`src/hw/rtl/skt_pkg.sv`:
```
`timescale 1ns / 1ps

package skt_pkg;

  // Table geometry and field widths
  localparam int DEPTH        = 64;
  localparam int KEY_WIDTH    = 32;
  localparam int HANDLE_WIDTH = 16;
  localparam int ADDR_W       = $clog2(DEPTH);
  localparam int CNT_W        = $clog2(DEPTH + 1);
  localparam int ENTRY_W      = KEY_WIDTH + HANDLE_WIDTH;
  localparam int STATUS_W     = 2;

  // Result status codes
  typedef enum logic [STATUS_W-1:0] {
    STAT_DONE      = 2'd0,
    STAT_NOT_FOUND = 2'd1,
    STAT_FULL      = 2'd2
  } status_code_t;

  // Request type codes
  typedef enum logic {
    REQ_INSERT = 1'b0,
    REQ_ERASE  = 1'b1
  } req_code_t;

  // Sequencer states
  typedef enum logic [2:0] {
    S_IDLE,
    S_INS_RD,
    S_INS_CMP,
    S_SRCH_RD,
    S_SRCH_CMP,
    S_DEL_RD,
    S_DEL_WR,
    S_FINISH
  } eng_state_t;

  // Entry memory access from the sequencer
  typedef struct packed {
    logic               we;
    logic [ADDR_W-1:0]  waddr;
    logic [ENTRY_W-1:0] wdata;
    logic [ADDR_W-1:0]  raddr;
  } mem_req_t;

  // One result item
  typedef struct packed {
    logic [STATUS_W-1:0]     status;
    logic [HANDLE_WIDTH-1:0] removed_handle;
    logic [CNT_W-1:0]        entry_count;
  } result_t;

  // Sequencer status toward the top level
  typedef struct packed {
    logic    idle;
    logic    done;
    result_t result;
  } eng_stat_t;

endpackage

```
`src/hw/rtl/skt_engine.sv`:
```
`timescale 1ns / 1ps

// Sequencer: one key comparator shared by insertion shifting and binary search
module skt_engine
  import skt_pkg::*;
(
  input  logic                    clk,
  input  logic                    rst,
  input  logic                    start,
  input  logic                    req_type,
  input  logic [KEY_WIDTH-1:0]    key,
  input  logic [HANDLE_WIDTH-1:0] handle,
  input  logic                    out_free,
  input  logic [ENTRY_W-1:0]      rdata,
  output mem_req_t                mem_req,
  output eng_stat_t               stat
);

  eng_state_t              state, state_next;
  logic [CNT_W-1:0]        count, count_next;
  logic [KEY_WIDTH-1:0]    req_key, req_key_next;
  logic [HANDLE_WIDTH-1:0] req_hnd, req_hnd_next;
  logic [CNT_W-1:0]        pos, pos_next;     // insert slot, then erase slot
  logic [CNT_W-1:0]        lo, lo_next;
  logic [CNT_W-1:0]        hi, hi_next;
  logic [CNT_W-1:0]        mid_q, mid_q_next;
  logic [STATUS_W-1:0]     status, status_next;
  logic [HANDLE_WIDTH-1:0] removed, removed_next;

  logic [KEY_WIDTH-1:0]    rd_key;
  logic [HANDLE_WIDTH-1:0] rd_hnd;
  logic                    key_eq, key_gt;
  logic [CNT_W-1:0]        pos_dec, pos_inc, mid;

  assign rd_key = rdata[ENTRY_W-1:HANDLE_WIDTH];
  assign rd_hnd = rdata[HANDLE_WIDTH-1:0];

  // Shared comparator: stored key against request key
  assign key_eq = (rd_key == req_key);
  assign key_gt = (rd_key > req_key);

  assign pos_dec = pos - 1'b1;
  assign pos_inc = pos + 1'b1;
  assign mid     = lo + ((hi - lo) >> 1);

  always_ff @(posedge clk) begin
    if (rst) begin
      state <= S_IDLE;
      count <= '0;
    end else begin
      state <= state_next;
      count <= count_next;
    end
  end

  always_ff @(posedge clk) begin
    req_key <= req_key_next;
    req_hnd <= req_hnd_next;
    pos     <= pos_next;
    lo      <= lo_next;
    hi      <= hi_next;
    mid_q   <= mid_q_next;
    status  <= status_next;
    removed <= removed_next;
  end

  // Next state and memory control
  always_comb begin
    state_next    = state;
    count_next    = count;
    req_key_next  = req_key;
    req_hnd_next  = req_hnd;
    pos_next      = pos;
    lo_next       = lo;
    hi_next       = hi;
    mid_q_next    = mid_q;
    status_next   = status;
    removed_next  = removed;
    mem_req.we    = 1'b0;
    mem_req.waddr = pos[ADDR_W-1:0];
    mem_req.wdata = {req_key, req_hnd};
    mem_req.raddr = pos_dec[ADDR_W-1:0];

    unique case (state)
      S_IDLE: begin
        if (start) begin
          req_key_next = key;
          req_hnd_next = handle;
          status_next  = STAT_DONE;
          removed_next = '0;
          pos_next     = count;
          lo_next      = '0;
          hi_next      = count;
          if (req_type == REQ_ERASE) begin
            state_next = S_SRCH_RD;
          end else if (count == CNT_W'(DEPTH)) begin
            status_next = STAT_FULL;
            state_next  = S_FINISH;
          end else begin
            state_next = S_INS_RD;
          end
        end
      end

      // Read the entry above the slot, or drop the new entry at the top
      S_INS_RD: begin
        if (pos == '0) begin
          mem_req.we = 1'b1;
          count_next = count + 1'b1;
          state_next = S_FINISH;
        end else begin
          state_next = S_INS_CMP;
        end
      end

      // Move a greater entry down one place, or place the new entry
      S_INS_CMP: begin
        mem_req.we = 1'b1;
        if (key_gt) begin
          mem_req.wdata = rdata;
          pos_next      = pos_dec;
          state_next    = S_INS_RD;
        end else begin
          count_next = count + 1'b1;
          state_next = S_FINISH;
        end
      end

      // Probe the middle of the remaining range
      S_SRCH_RD: begin
        mem_req.raddr = mid[ADDR_W-1:0];
        mid_q_next    = mid;
        if (lo < hi) begin
          state_next = S_SRCH_CMP;
        end else begin
          status_next = STAT_NOT_FOUND;
          state_next  = S_FINISH;
        end
      end

      S_SRCH_CMP: begin
        if (key_eq) begin
          removed_next = rd_hnd;
          pos_next     = mid_q;
          state_next   = S_DEL_RD;
        end else begin
          if (key_gt) begin
            hi_next = mid_q;
          end else begin
            lo_next = mid_q + 1'b1;
          end
          state_next = S_SRCH_RD;
        end
      end

      // Close the gap one entry at a time
      S_DEL_RD: begin
        mem_req.raddr = pos_inc[ADDR_W-1:0];
        if (pos_inc < count) begin
          state_next = S_DEL_WR;
        end else begin
          count_next = count - 1'b1;
          state_next = S_FINISH;
        end
      end

      S_DEL_WR: begin
        mem_req.we    = 1'b1;
        mem_req.wdata = rdata;
        pos_next      = pos_inc;
        state_next    = S_DEL_RD;
      end

      // Hold the result until the output register can take it
      S_FINISH: begin
        if (out_free) begin
          state_next = S_IDLE;
        end
      end

      default: begin
        state_next = S_IDLE;
      end
    endcase
  end

  assign stat.idle                  = (state == S_IDLE);
  assign stat.done                  = (state == S_FINISH);
  assign stat.result.status         = status;
  assign stat.result.removed_handle = removed;
  assign stat.result.entry_count    = count;

endmodule

```
`config.mk`:
```
export PLATFORM = sky130hd
export DESIGN_NAME = skt_engine
export DESIGN_NICKNAME = d
export VERILOG_FILES = /design/src/hw/rtl/skt_pkg.sv /design/src/hw/rtl/skt_engine.sv
export SDC_FILE = /design/constraint.sdc
export NUM_CORES = 1
export LEC_CHECK = 0
export BUFFER_PORTS_ARGS = -buffer_cell sky130_fd_sc_hd__buf_4
export CORE_MARGIN = 3
export CORE_UTILIZATION = 47
export DETAILED_ROUTE_END_ITERATION = 6
export PLACE_DENSITY = 0.76
export SLEW_MARGIN = 20
export SYNTH_ARGS = -nofsm -noshare
export SYNTH_HDL_FRONTEND = slang
export SYNTH_SLANG_ARGS = --single-unit
```
`constraint.sdc`:
```
create_clock -name clk -period 3.1 [get_ports clk]
set_clock_uncertainty 0.15 [all_clocks]
set_input_delay 0.31 -clock clk [delete_from_list [all_inputs] [get_ports clk]]
set_output_delay 0.31 -clock clk [all_outputs]
set_load 0.02 [all_outputs]
```
==> metrics.md <==
| Metric | Value |
|---|---|
| Layout area overhead | 51.5% |
| Seq pwr share | around a quarter |
| CTS Buf Count | 9 |
| Final Setup Violations | 67 |
| Post-route insts no fill | 1116 |
| GPL Wtd Cong | 0.894 |
| Worst VDD drop | 0.507 mV |
| DR DRC count | 0 |
| CTS tree | done |
| Tcrit/Tclk final | 120% |
| RSZ-0062 raised after global routing | true |
| Post-synthesis sequential area ratio | 44.3% |
| Ratio of cells with drive above 1 in the final layout | 41.7% |
| Worst skew pair latency | 380 ps |
| Finished Core Util | roughly 74% |
| Gr usage total | between 20% and 30% |
| Setup TNS Final | -30320 ps |
| H-tree depth | 3 |
| Clock slew at reported path FFs | 80 ps |
| Worst Path Required | 2640 ps |
| 1st-iter DRT viols | 863 |
| Site row count | 43 |
| Crit-path slowest cell | or3_1 |
| Register area | 3020 µm² |
| DP Area | 8670 µm² |
| Critical path fanouts, max | 8 |
| Initial antenna violation count | 0 |
| Switch Pwr | 4.29 mW |
| Via/cell ratio | 6.27 |
| Routed length per instance | 25.4 µm |
| Max_cap viols | 0 |
| Most frequent cell after synthesis | edfxtp_1 |
| Critical path class | flop to primary output |
| Cell variety after synth | 52 |
| Clk sink count | 104 |
| Crit path capture type | primary output |
| Slew headroom | 51.5% |
| Placed Cells | 1022 |
| Vias | between 6000 and 7000 |
| Net count after synthesis | 804 |
| Die ar. | around 16000 µm² |
| Hold Slack | roughly 95 ps |
| I/O Pins | 189 |
| Worst hold path class | input pin to flop |
| Die width | 127 µm |
| Post-synth ARST share | 0% |
| Hold Violations, Final | 0 |
| CP arrival | around 3300 ps |
| Power Total | 9.82 mW |
| Clock group share of total power | 12.3% |
| Post-Route WL | ~28000 µm |
| Synth area leader | edfxtp_1 |
| Port buffer count | 188 |
| Die H | 127 µm |
| Startpoint types | flop |
| Failing checks | negative setup slack |
| Worst setup margin | -613 ps |
| Top post-synthesis cells by count | edfxtp_1 (94), inv_1 (64), ha_1 (60) |
| Synth warn | 0 |
| Synth area leaders | edfxtp_1 (41%), ha_1 (11%), mux2_2 (5.1%) |
| Final #Nets | approximately 1100 |
| DP HPWL | 14900 µm |
| CP top delay family | compound AO/OA/AOI/OAI gates |
| Final Max Tran Viols | 0 |
| Status | finished with violations |
| Critical-path cell list | inv_1, ha_1, nand4_1, or3_1, a21o_1, a31oi_4, o21ai_2, a21o_4, buf_12, mux2_4, buf_6 |
| Synthesized area per cell | 10.7 µm² |
| Leakage | about 4.6 nW |
| Sw Ratio | between 40% and 50% |
| Slowest stage delay, CP | 410 ps |
| Crit path time final | ~3700 ps |
| Synthesized instance count | 640 |
| Gr ovfl total | 0 |
| Footprint of the multi-input gates | approximately 3800 µm² |
| ANT cells | 0 |
| Final Cell Area | 10300 µm² |
| Synth Register Bits | 104 |
| Slew @ Worst Pin | ~720 ps |
| Routed Antenna Nets | 0 |
| Ys flop type | edfxtp_1 |
| Number of global-route vias before repair | 6951 |
| CTS Buffer Depth | 2 |
| Area share of the largest cell type after synthesis | 41.3% |
| Fillers | 828 |
| P per Cell Area | 949 nW/µm² |
| Worst path bufs/invs | 3 |
| Root buf cell | clkbuf_16 |
| First-pass GRT wire length | 37600 µm |
| FMAX | ~270 MHz |
| Starting density of the core | 48.6% |
| Cell Area, Synth | about 6800 µm² |
| Dpl ws | -119 ps |
| DR pass1 iterations | 6 |
| Largest net degree at the start of global routing | 49 |
| Core Area | between 10000 and 15000 µm² |
| Internal Pwr Total | 5.53 mW |
| Number of flops mapped to enable cells by yosys | 94 |
| Combinational fraction of design power | approximately 63% |
-- power groups by stage --
stage | logic, mW | clock network [mW] | registers (mW)
2_1_floorplan | 3.01 | 0 | 2.38
3_3_place_gp | 4.72 | 0 | 2.35
3_5_place_dp | 4.83 | 0 | 2.37
4_1_cts | 5.30 | 1.17 | 2.34
5_1_grt | 6.58 | 1.25 | 2.41
6_report | 6.22 | 1.21 | 2.39
-- registers in the layout, summed over array words and instances, names as in the netlist --
name,cells
count,7
mid_q,7
status,2
lo,7
hi,7
req_hnd,16
req_key,32
pos,7
removed,16
state,3
-- layout by cell type (no fill, tap or decap), drive strengths merged, types with 5 or more instances in the layout --
cell	instances
a21o	9
a21oi	45
a22oi	11
and3	22
buf	257
clkbuf	12
clkinv	5
dfxtp	10
dlygate4sd3	48
edfxtp	94
ha	60
inv	68
mux2	51
nand2	39
nand2b	5
nand3	15
nand4	12
nor2	40
nor3	9
nor4	5
o21ai	28
or3	6
xnor2	18
xor2	13
-- worst paths after layout --
check | from | end | slack, ps | cells after the start
max reg2reg | req_key[10] | pos[2] | -190 | 12
max | req_key[10] | mem_req[9] | -610 | 11
min reg2reg | lo[6] | mid_q[6] | 450 | 1
min | rst | count[2] | 100 | 2
-- cell type report --
cell class                      instances  area share, %
Timing Repair Buffer                  308           26.8
Inverter                               67           2.47
Sequential cell                       104           29.2
Clock inverter                          7          0.714
Tap cell                              180           2.18
Multi-Input combinational cell        441           36.5
Clock buffer                            9           2.18
-- per-layer routing --
| layer | wire length, µm | global-route usage [%] | vias to the layer above | part of all wire (%) |
|---|---|---|---|---|
| li1 | - | - | 2916 | - |
| met1 | 9510 | 34.4 | 3279 | 34 |
| met5 | 0 | 0 | - | 0 |
| met2 | 13900 | 50.8 | 611 | 49 |
| met4 | 2100 | 16.0 | 0 | 7.4 |
| met3 | 2920 | 8.21 | 191 | 10 |
-- cell families (layout without fill, tap and decap cells) --
| group | count (synthesis) | in the layout | share of synthesized area (%) |
|---|---|---|---|
| compound gates | 133 | 133 | 12.5 |
| buf+inv | 95 | 391 | 5.92 |
| fa+ha+maj | 63 | 63 | 11.9 |
| simple gates | 160 | 160 | 11.5 |
| xor+xnor | 31 | 31 | 3.98 |
| flops | 104 | 104 | 44.3 |
| mux | 54 | 54 | 9.95 |
-- timing repair --
item / in CTS / in global routing
hold buffers: 48 / 0
gates resized for setup: 69 / 56
endpoints found under the setup margin: 53 / 65
pin swaps: 6 / 29
buffers inserted: 11 / 15
gates cloned: 2 / 4
endpoints found under the hold margin: 48 / 0
No activity file was read; power rests on OpenSTA's default activity.
