[src/hw/rtl/skt_ram.sv]
`timescale 1ns / 1ps

// Simple dual-port RAM, one write and one registered read per cycle
module skt_ram #(
  parameter int WIDTH = 8,
  parameter int DEPTH = 16
) (
  input  logic                     clk,
  input  logic                     we,
  input  logic [$clog2(DEPTH)-1:0] waddr,
  input  logic [WIDTH-1:0]         wdata,
  input  logic [$clog2(DEPTH)-1:0] raddr,
  output logic [WIDTH-1:0]         rdata
);

  logic [WIDTH-1:0] mem [DEPTH];

  always_ff @(posedge clk) begin
    if (we) begin
      mem[waddr] <= wdata;
    end
  end

  always_ff @(posedge clk) begin
    rdata <= mem[raddr];
  end

endmodule

[config.mk]
export PLATFORM = sky130hd
export DESIGN_NAME = skt_ram
export DESIGN_NICKNAME = d
export VERILOG_FILES = /design/src/hw/rtl/skt_ram.sv
export SDC_FILE = /design/constraint.sdc
export NUM_CORES = 1
export LEC_CHECK = 0
export BUFFER_PORTS_ARGS = -buffer_cell sky130_fd_sc_hd__buf_4
export CAP_MARGIN = 10
export CELL_PAD_IN_SITES_DETAIL_PLACEMENT = 1
export CELL_PAD_IN_SITES_GLOBAL_PLACEMENT = 1
export CORE_ASPECT_RATIO = 1.4
export CORE_MARGIN = 10
export CORE_UTILIZATION = 52
export CTS_CLUSTER_DIAMETER = 50
export CTS_CLUSTER_SIZE = 14
export DETAILED_ROUTE_END_ITERATION = 8
export GPL_TIMING_DRIVEN = 0
export PLACE_DENSITY_LB_ADDON = 0.1
export SYNTH_ARGS = -nofsm -noshare
export SYNTH_HDL_FRONTEND = slang
export SYNTH_SLANG_ARGS = --single-unit
[constraint.sdc]
create_clock -name clk -period 3.6 [get_ports clk]
set_clock_uncertainty 0.1 [all_clocks]
set_input_delay 0.36 -clock clk [delete_from_list [all_inputs] [get_ports clk]]
set_output_delay 0.36 -clock clk [all_outputs]
set_load 0.01 [all_outputs]
==> reports/qor.yml, run 1 <==
global_routing:
  grt_pass1_vias: 2648
  grt_overflow: 0
  track_usage_pct: 16.5
  grt_pass1_wl_um: 16600
  grt_max_degree: 17
  antenna_found_initial: 0
floorplan:
  rows: 42
  fp.dieArea_mm2: 0.0143
  start_util_pct: 53.8
  num_io_pins: 26
  die_x_um: 104
  die_y_um: 138
  core_area_mm2: 0.00956
place:
  numPortBuffers: 24
  dp.cells: 388
  place_congestion: 0.738
  dp_hpwl_um: 7240
sta:
  rsz0062_at_grt: "false"
  worst_slew_pin_slew_ps: 830
  min_period_ps: 1910
  maxSlewViolCount: 0
  fmax_mhz: 524
  finalHoldViolCount: 0
  holdWs_ps: 173
  relSlewSlack_pct: 44.2
  final.setup.tns_ps: 0
  setup_viol_count_final: 0
  fin_crit_sh_pct: 53.0
synthesis:
  async_flop_share_pct: 0
  synthCells: 229
  syn_area_mm2: 0.00515
  synth_most_common_cell: "edfxtp_1"
  yosys_warnings: 0
  synth_area_leaders: "edfxtp_1 75%, mux4_2 7.9%, mux4_1 7.1%"
  synth_area_per_cell_um2: 22.5
  synth_top_cell_by_area: "edfxtp_1"
  syn_nets: 247
  ys_seq_elements: 136
  ys_seq_area_share_pct: 77.8
  synth.top_cell.area_share_pct: 74.7
  synth_edf_count: 128
  ys_top_cells_by_count: "128 x edfxtp_1, 18 x mux4_2, 16 x a22oi_1"
  ys_types: 19
  ys.flop_type: "edfxtp_1"
drt:
  drc: 0
  highest-signal-layer: "met4"
  drt-met1-wl_um: 4550
  met2_length_um: 5760
  vias: 2420
  viasPerCell: 5.75
  wl_met3_um: 529
  dr.pass1.iters: 4
  ant_nets: 0
  wl_per_cell_um: 26.4
  drt_first_iter_violations: 192
  finalWirelength_um: 11100
cts:
  hold_buffers: 0
  h-tree-depth: 4
  post_cts_resize_count: 0
  clk_path_buf_depth: 2
  post_cts_buffers: 0
  clock_latency_ps: 420
  path_clk_slew_ps: 60
  cts_tree: "built"
  clockRootBuffer: "clkbuf_16"
  numCtsBuffers: 17
  cts_num_sinks: 136
worst_setup_path:
  endpoint_kind: "register"
  crit_path_end: "mem[0][0]$_DFFE_PP_"
  reg2reg_slack_ps: 2080
  crit_fanout: 5
  reg2reg_depth: 3
  startpoint: "waddr[2]"
  worstSetupPathType: "in2reg"
  start_kind: "input pin"
  required_ps: 3630
  crit_arrival_ps: 1940
  r2r-start: "mem[1][2]$_DFFE_PP_"
  r2r_end: "rdata[2]$_DFF_P_"
pwr:
  irDropWorstVdd_mv: 0.421
  power.density_mw_per_mm2: 629
  leakagePower_nw: 2.09
  power_mw: 3.89
worst_hold_path:
  min_from: "wdata[5]"
  hp-class: "in2reg"
layout:
  final.fill_count: 803
  drive_gt1_share_pct: 29.4
  finalNetCount: 294
  syn2layout_area_growth_pct: 20.0
  insertedDiodeCount: 0
  stdcell_count: 421
run_status:
  status: "complete, no violations"
flow_run:
  maxCapViolations: 0
## cell type report
type	instances	area (um2)	share of cell area [%]
sequential	136	4000	64.8
tap	132	165	2.67
timing repair buffer	28	208	3.36
clock buffer	18	429	6.95
clock inverter	14	228	3.69
multi-input combinational	83	1060	17.1
buffer	10	86.3	1.40
## state kept, by name, summed over array words and instances, names as in the netlist
name,cells
rdata,8
mem,128
## logic make-up (layout without fill, tap and decap cells)
logic type      Yosys count  count (layout)  share of synthesized area [%]
compound gates           16              16                           2.33
buf+inv                  10              70                           1.68
flops                   136             136                           77.8
mux                      32              32                           15.0
simple gates             35              35                           3.18
## critical path, stage by stage
cell and delay (ps):
buf_4 130, or3b_2 510, nor3_1 660, buf_4 280
## cell usage in the layout (no fill, tap or decap)
cell,netlist,layout
a22oi_1,16,16
and2_1,1,1
and2b_1,1,1
buf_2,3,4
buf_4,1,27
buf_6,3,3
bufinv_16,0,6
clkbuf_1,0,1
clkbuf_16,0,17
clkbuf_4,0,1
clkdlybuf4s25_2,3,3
clkinv_1,0,3
clkinv_2,0,1
clkinvlp_4,0,3
dfxtp_1,8,8
edfxtp_1,128,128
inv_6,0,1
mux4_1,14,14
mux4_2,18,18
nand2_1,9,9
nand2b_1,2,2
nand3_1,1,1
nand3b_1,2,2
nor2_1,13,13
nor2b_1,1,1
nor3_1,4,4
or3b_2,1,1
## power breakdown
| group | internal [mW] | leakage, nW | switching (mW) |
|---|---|---|---|
| combinational | 0.0820 | 0.556 | 0.105 |
| sequential | 1.77 | 1.22 | 0.00995 |
| clock | 1.29 | 0.309 | 0.629 |
| total | 3.14 | 2.09 | 0.744 |
## metal layers
metal | track usage, % | vias to the layer above
met1 | 19.4 | 1256
met2 | 27.2 | 77
met5 | 0 | -
met4 | 7.98 | 0
met3 | 5.10 | 17
li1 | - | 1070
## how the worst min path moves through the flow
stage / to / slack (ps) / cells past startpoint
4_1_cts: mem[15][6]$_DFFE_PP_ / 150 / 1
2_1_floorplan: mem[0][0]$_DFFE_PP_ / 360 / 0
6_report: mem[10][5]$_DFFE_PP_ / 170 / 1
5_1_grt: mem[15][6]$_DFFE_PP_ / 160 / 1
3_3_place_gp: rdata[2]$_DFF_P_ / 570 / 3
3_5_place_dp: rdata[4]$_DFF_P_ / 590 / 3
## per-stage QoR
stage | util (%) | setup slack [ps] | instance area (um2)
floorplan | - | 1650 | 5150
global placement | 57.4 | 1040 | 5490
detailed placement | 57.6 | 1270 | 5510
CTS | 64.5 | 1720 | 6170
global route | 64.6 | 1670 | 6180
finish | 64.6 | 1690 | 6180
Note: power is estimated with default switching activity, not from simulation.
==> inputs of run 2 (changes only) <==
==> constraint.sdc (replaced) <==
create_clock -name clk -period 2 [get_ports clk]
set_clock_uncertainty 0.1 [all_clocks]
set_input_delay 0.2 -clock clk [delete_from_list [all_inputs] [get_ports clk]]
set_output_delay 0.2 -clock clk [all_outputs]
set_load 0.01 [all_outputs]
==> reports/qor.yml, run 2 (synthesis results as in run 1) <==
drt:
  drt_first_iter_violations: 198
  vias: 2420
  finalWirelength_um: 11100
  dr.pass1.iters: 4
  drc: 0
  viasPerCell: 5.72
  ant_nets: 0
  wl_per_cell_um: 26.3
layout:
  layout_top_registers: "mem x128, rdata x8"
  insertedDiodeCount: 0
  fin_util_pct: 64.8
  final_common_cell: "edfxtp_1"
  syn2layout_area_growth_pct: 20.4
  final_cell_mix: "128 x edfxtp_1, 27 x buf_4, 18 x mux4_2, 17 x clkbuf_16, 16 x a22oi_1"
  largest_reg_flops: 128
  final_cell_area_mm2: 0.00620
  finalNetCount: 296
  drive_gt1_share_pct: 29.2
  max_flop_register: "mem"
global_routing:
  track_usage_pct: 16.5
  grt_max_degree: 17
  grt_pass1_vias: 2658
  grt_pass1_wl_um: 16700
  grt_overflow: 0
  globalRouteMet1Util_pct: 19.4
  use_met3_pct: 5.10
  top_usage_layer: "met2"
  antenna_found_initial: 0
  met2_usage_pct: 27.2
sta:
  setup_viol_count_final: 0
  holdWs_ps: 25.7
  finalHoldViolCount: 0
  fmax_mhz: 576
  min_period_ps: 1740
  maxSlewViolCount: 0
  worst_slew_pin_slew_ps: 830
  rsz0062_at_grt: "false"
  final.setup.tns_ps: 0
  fin_crit_sh_pct: 86.8
  relSlewSlack_pct: 44.5
cts:
  post_cts_resize_count: 0
  numCtsBuffers: 17
  clockRootBuffer: "clkbuf_16"
  clk_path_buf_depth: 2
  cts_num_sinks: 136
  h-tree-depth: 4
  cts_tree: "built"
  clock_latency_ps: 420
  post_cts_buffers: 0
  path_clk_slew_ps: 50
place:
  post_dp_cell_area_mm2: 0.00551
  numPortBuffers: 24
  dp_hpwl_um: 7240
  place_congestion: 0.738
floorplan:
  die_y_um: 138
  core_area_mm2: 0.00956
  start_util_pct: 53.8
  die_x_um: 104
  fp.dieArea_mm2: 0.0143
  num_io_pins: 26
  rows: 42
worst_setup_path:
  reg2reg_slack_ps: 490
  required_ps: 2030
  worstSetupPathType: "in2reg"
  start_kind: "input pin"
  crit_fanout: 5
  reg2reg_depth: 3
  r2r_end: "rdata[3]$_DFF_P_"
  endpoint_kind: "register"
  r2r-start: "mem[2][3]$_DFFE_PP_"
  crit_arrival_ps: 1770
worst_hold_path:
  hp-class: "in2reg"
  min_from: "wdata[0]"
  whs_endpoint: "mem[8][0]$_DFFE_PP_"
  min_delay_path_depth: 1
pwr:
  power.density_mw_per_mm2: 1130
  leakagePower_nw: 2.10
  swShare_pct: 19.1
  netSwitchingPower_mw: 1.34
  irDropWorstVdd_mv: 0.759
  clkPwrFrac_pct: 49.3
  p_int_mw: 5.66
  p_comb_share_pct: 4.9
  power_mw: 7.00
  seq_power_share_pct: 45.8
flow_run:
  maxCapViolations: 0
run_status:
  status: "complete, no violations"
run 2: cell types whose count changed in the layout (fill, tap and decap cells not counted), sizes merged:
cell	delta
dlygate4sd3	+2
run 2: per-stage QoR:
stage          setup WS [ps]  cells
5_1_grt                  232    423
4_1_cts                  280    422
6_report                 263    423
3_5_place_dp            -168    388
3_3_place_gp            -402    385
2_1_floorplan            207    229
run 2: power by group through the flow:
stage | logic [mW] | registers, mW | clock network, mW
floorplan | 0.162 | 3.27 | 0
global placement | 0.331 | 3.26 | 0
detailed placement | 0.341 | 3.26 | 0
CTS | 0.346 | 3.21 | 3.49
global route | 0.368 | 3.21 | 3.61
finish | 0.340 | 3.21 | 3.45
run 2: what timing repair did:
action,4_1_cts,5_1_grt
hold buffers,2,0
endpoints found under the hold margin,17,0
endpoints found under the setup margin,0,0
run 2: per-layer routing:
| metal | share of wire [%] | vias up |
|---|---|---|
| met5 | 0 | - |
| met4 | 2.5 | 0 |
| met3 | 5.2 | 13 |
| met2 | 52 | 77 |
| met1 | 40 | 1257 |
| li1 | - | 1073 |
run 2: worst max path at each step:
stage / start / end / slack [ps]
final: waddr[2] / mem[0][0]$_DFFE_PP_ / 260
after global routing: waddr[2] / mem[0][0]$_DFFE_PP_ / 230
after CTS: waddr[2] / mem[0][0]$_DFFE_PP_ / 280
after detailed placement: waddr[2] / mem[0][2]$_DFFE_PP_ / -170
after global placement: waddr[2] / mem[0][2]$_DFFE_PP_ / -400
after floorplan: waddr[2] / mem[0][0]$_DFFE_PP_ / 210
run 2: cell type report:
type / instances / area, um2
Tap cell: 132 / 165
Buffer: 10 / 86.3
Timing Repair Buffer: 30 / 228
Clock inverter: 14 / 228
Multi-Input combinational cell: 83 / 1060
Clock buffer: 18 / 429
Fill cell: 804 / 3370
Sequential cell: 136 / 4000
run 2: critical path, cell delays in order:
cell and delay (ps):
buf_4 130, or3b_2 510, nor3_1 650, buf_4 280
==> inputs of run 3 (changes only) <==
--- a/config.mk
+++ b/config.mk
@@ -17,6 +17,7 @@
 export DETAILED_ROUTE_END_ITERATION = 8
 export GPL_TIMING_DRIVEN = 0
 export PLACE_DENSITY_LB_ADDON = 0.1
+export SLEW_MARGIN = 20
 export SYNTH_ARGS = -nofsm -noshare
 export SYNTH_HDL_FRONTEND = slang
 export SYNTH_SLANG_ARGS = --single-unit
==> constraint.sdc (replaced) <==
create_clock -name clk -period 2 [get_ports clk]
set_clock_uncertainty 0.1 [all_clocks]
set_input_delay 0.1 -clock clk [delete_from_list [all_inputs] [get_ports clk]]
set_output_delay 0.1 -clock clk [all_outputs]
set_load 0.01 [all_outputs]
==> reports/qor.yml, run 3 (synthesis results as in run 1) <==
drt:
  dr.pass1.iters: 4
  drt_first_iter_violations: 162
  ant_nets: 0
  vias: 2438
  viasPerCell: 5.74
  drc: 0
  wl_per_cell_um: 27.3
  finalWirelength_um: 11600
global_routing:
  antenna_found_initial: 0
  met2_usage_pct: 29.2
  top_usage_layer: "met2"
  grt_pass1_vias: 2664
  grt_overflow: 0
  use_met3_pct: 3.69
  track_usage_pct: 17.2
  grt_max_degree: 17
  globalRouteMet1Util_pct: 20.6
  grt_pass1_wl_um: 17500
floorplan:
  die_x_um: 104
  num_io_pins: 26
  start_util_pct: 53.8
  fp.dieArea_mm2: 0.0143
  die_y_um: 138
  core_area_mm2: 0.00956
  rows: 42
worst_setup_path:
  worstSetupPathType: "reg2reg"
  endpoint_kind: "register"
  path_cells: "mux4_1 -> a22oi_1 -> nand2_1"
  r2r-start: "mem[1][0]$_DFFE_PP_"
  cp_slowest_cell: "mux4_1"
  crit_family: "multiplexers"
  crit_fanout: 1
  startpoint: "mem[1][0]$_DFFE_PP_"
  slowest_delay_ps: 580
  critical_path_buf_inv_count: 0
  start_kind: "register"
  required_ps: 2190
  crit_arrival_ps: 1800
flow_run:
  maxCapViolations: 0
layout:
  largest_reg_flops: 128
  insertedDiodeCount: 0
  finalNetCount: 298
  max_flop_register: "mem"
  final_cell_mix: "128 x edfxtp_1, 25 x buf_4, 18 x mux4_2, 17 x clkbuf_16, 16 x a22oi_1"
  final_common_cell: "edfxtp_1"
  fin_util_pct: 65.4
  layout_top_registers: "mem x128, rdata x8"
  drive_gt1_share_pct: 29.0
  final.fill_count: 799
  stdcell_count: 425
  syn2layout_area_growth_pct: 21.4
place:
  dp.cells: 385
  post-place-ws_ps: 97.2
  place_congestion: 0.738
  numPortBuffers: 24
  dp_hpwl_um: 7160
worst_hold_path:
  hp-class: "in2reg"
  min_from: "waddr[1]"
sta:
  min_period_ps: 1610
  maxSlewViolCount: 0
  relSlewSlack_pct: 42.1
  setup_viol_count_final: 0
  worst_slew_pin_slew_ps: 865
  fmax_mhz: 621
  rsz0062_at_grt: "false"
  fin_crit_sh_pct: 80.5
  holdWs_ps: 60.7
  finalHoldViolCount: 0
  fin_ws_ps: 390
pwr:
  power.density_mw_per_mm2: 1120
  irDropWorstVdd_mv: 0.846
  power_mw: 7.02
  leakagePower_nw: 2.11
run_status:
  status: "complete, no violations"
cts:
  cts_num_sinks: 136
  h-tree-depth: 4
  clockRootBuffer: "clkbuf_16"
  numCtsBuffers: 17
  path_clk_slew_ps: 60
  cts_tree: "built"
  post_cts_resize_count: 0
  clk_path_buf_depth: 2
  clock_latency_ps: 410
run 3: cell types whose count changed in the layout (fill, tap and decap cells not counted):
| cell | change |
|---|---|
| clkinv_4 | +2 |
| buf_2 | -1 |
| buf_4 | -2 |
| inv_6 | -1 |
| nor3_1 | -4 |
| clkinvlp_4 | -1 |
| nor3_2 | +4 |
| clkbuf_4 | -1 |
| dlygate4sd3_1 | +6 |
run 3: repair_timing:
item / in CTS / in global routing
buffers inserted: 0 / 0
endpoints found under the hold margin: 128 / 0
hold buffers: 8 / 0
run 3: worst register-to-register path, delay by kind of cell (launching register included):
family          cells  cell delay [ps]
flops               1              370
mux                 1              580
simple gates        1              110
compound gates      1              330
run 3: per-stage QoR:
stage / setup TNS [ps] / instance area, um2
detailed placement: 0 / 5510
global route: 0 / 6250
finish: 0 / 6250
global placement: -2460 / 5490
CTS: 0 / 6250
floorplan: 0 / 5150
run 3: power breakdown:
part           total [mW]  switching [mW]  internal [mW]
Combinational       0.354           0.197          0.157
Sequential           3.21          0.0187           3.19
Clock                3.45            1.13           2.32
run 3: per-layer routing:
layer | wire length [um] | vias to the layer above
met2 | 6060 | 88
li1 | - | 1073
met1 | 4640 | 1255
met3 | 669 | 22
met4 | 248 | 0
met5 | 0 | -
run 3: worst paths after layout:
kind                                        endpoint  slack (ps)  cells after the start
worst min-delay path            mem[12][0]$_DFFE_PP_          60                      2
worst max-delay path                rdata[0]$_DFF_P_         390                      3
worst min register to register      rdata[4]$_DFF_P_         580                      3
worst max register to register      rdata[0]$_DFF_P_         390                      3
run 3: area by class of cell:
class | instances | area (um2) | area share, %
repair buffers | 32 | 260 | 4.16
flip-flops and latches | 136 | 4000 | 64.1
well taps | 132 | 165 | 2.64
plain buffers | 10 | 86.3 | 1.38
clock inverters | 14 | 229 | 3.66
clock buffers | 18 | 429 | 6.87
multi-input cells | 83 | 1080 | 17.2
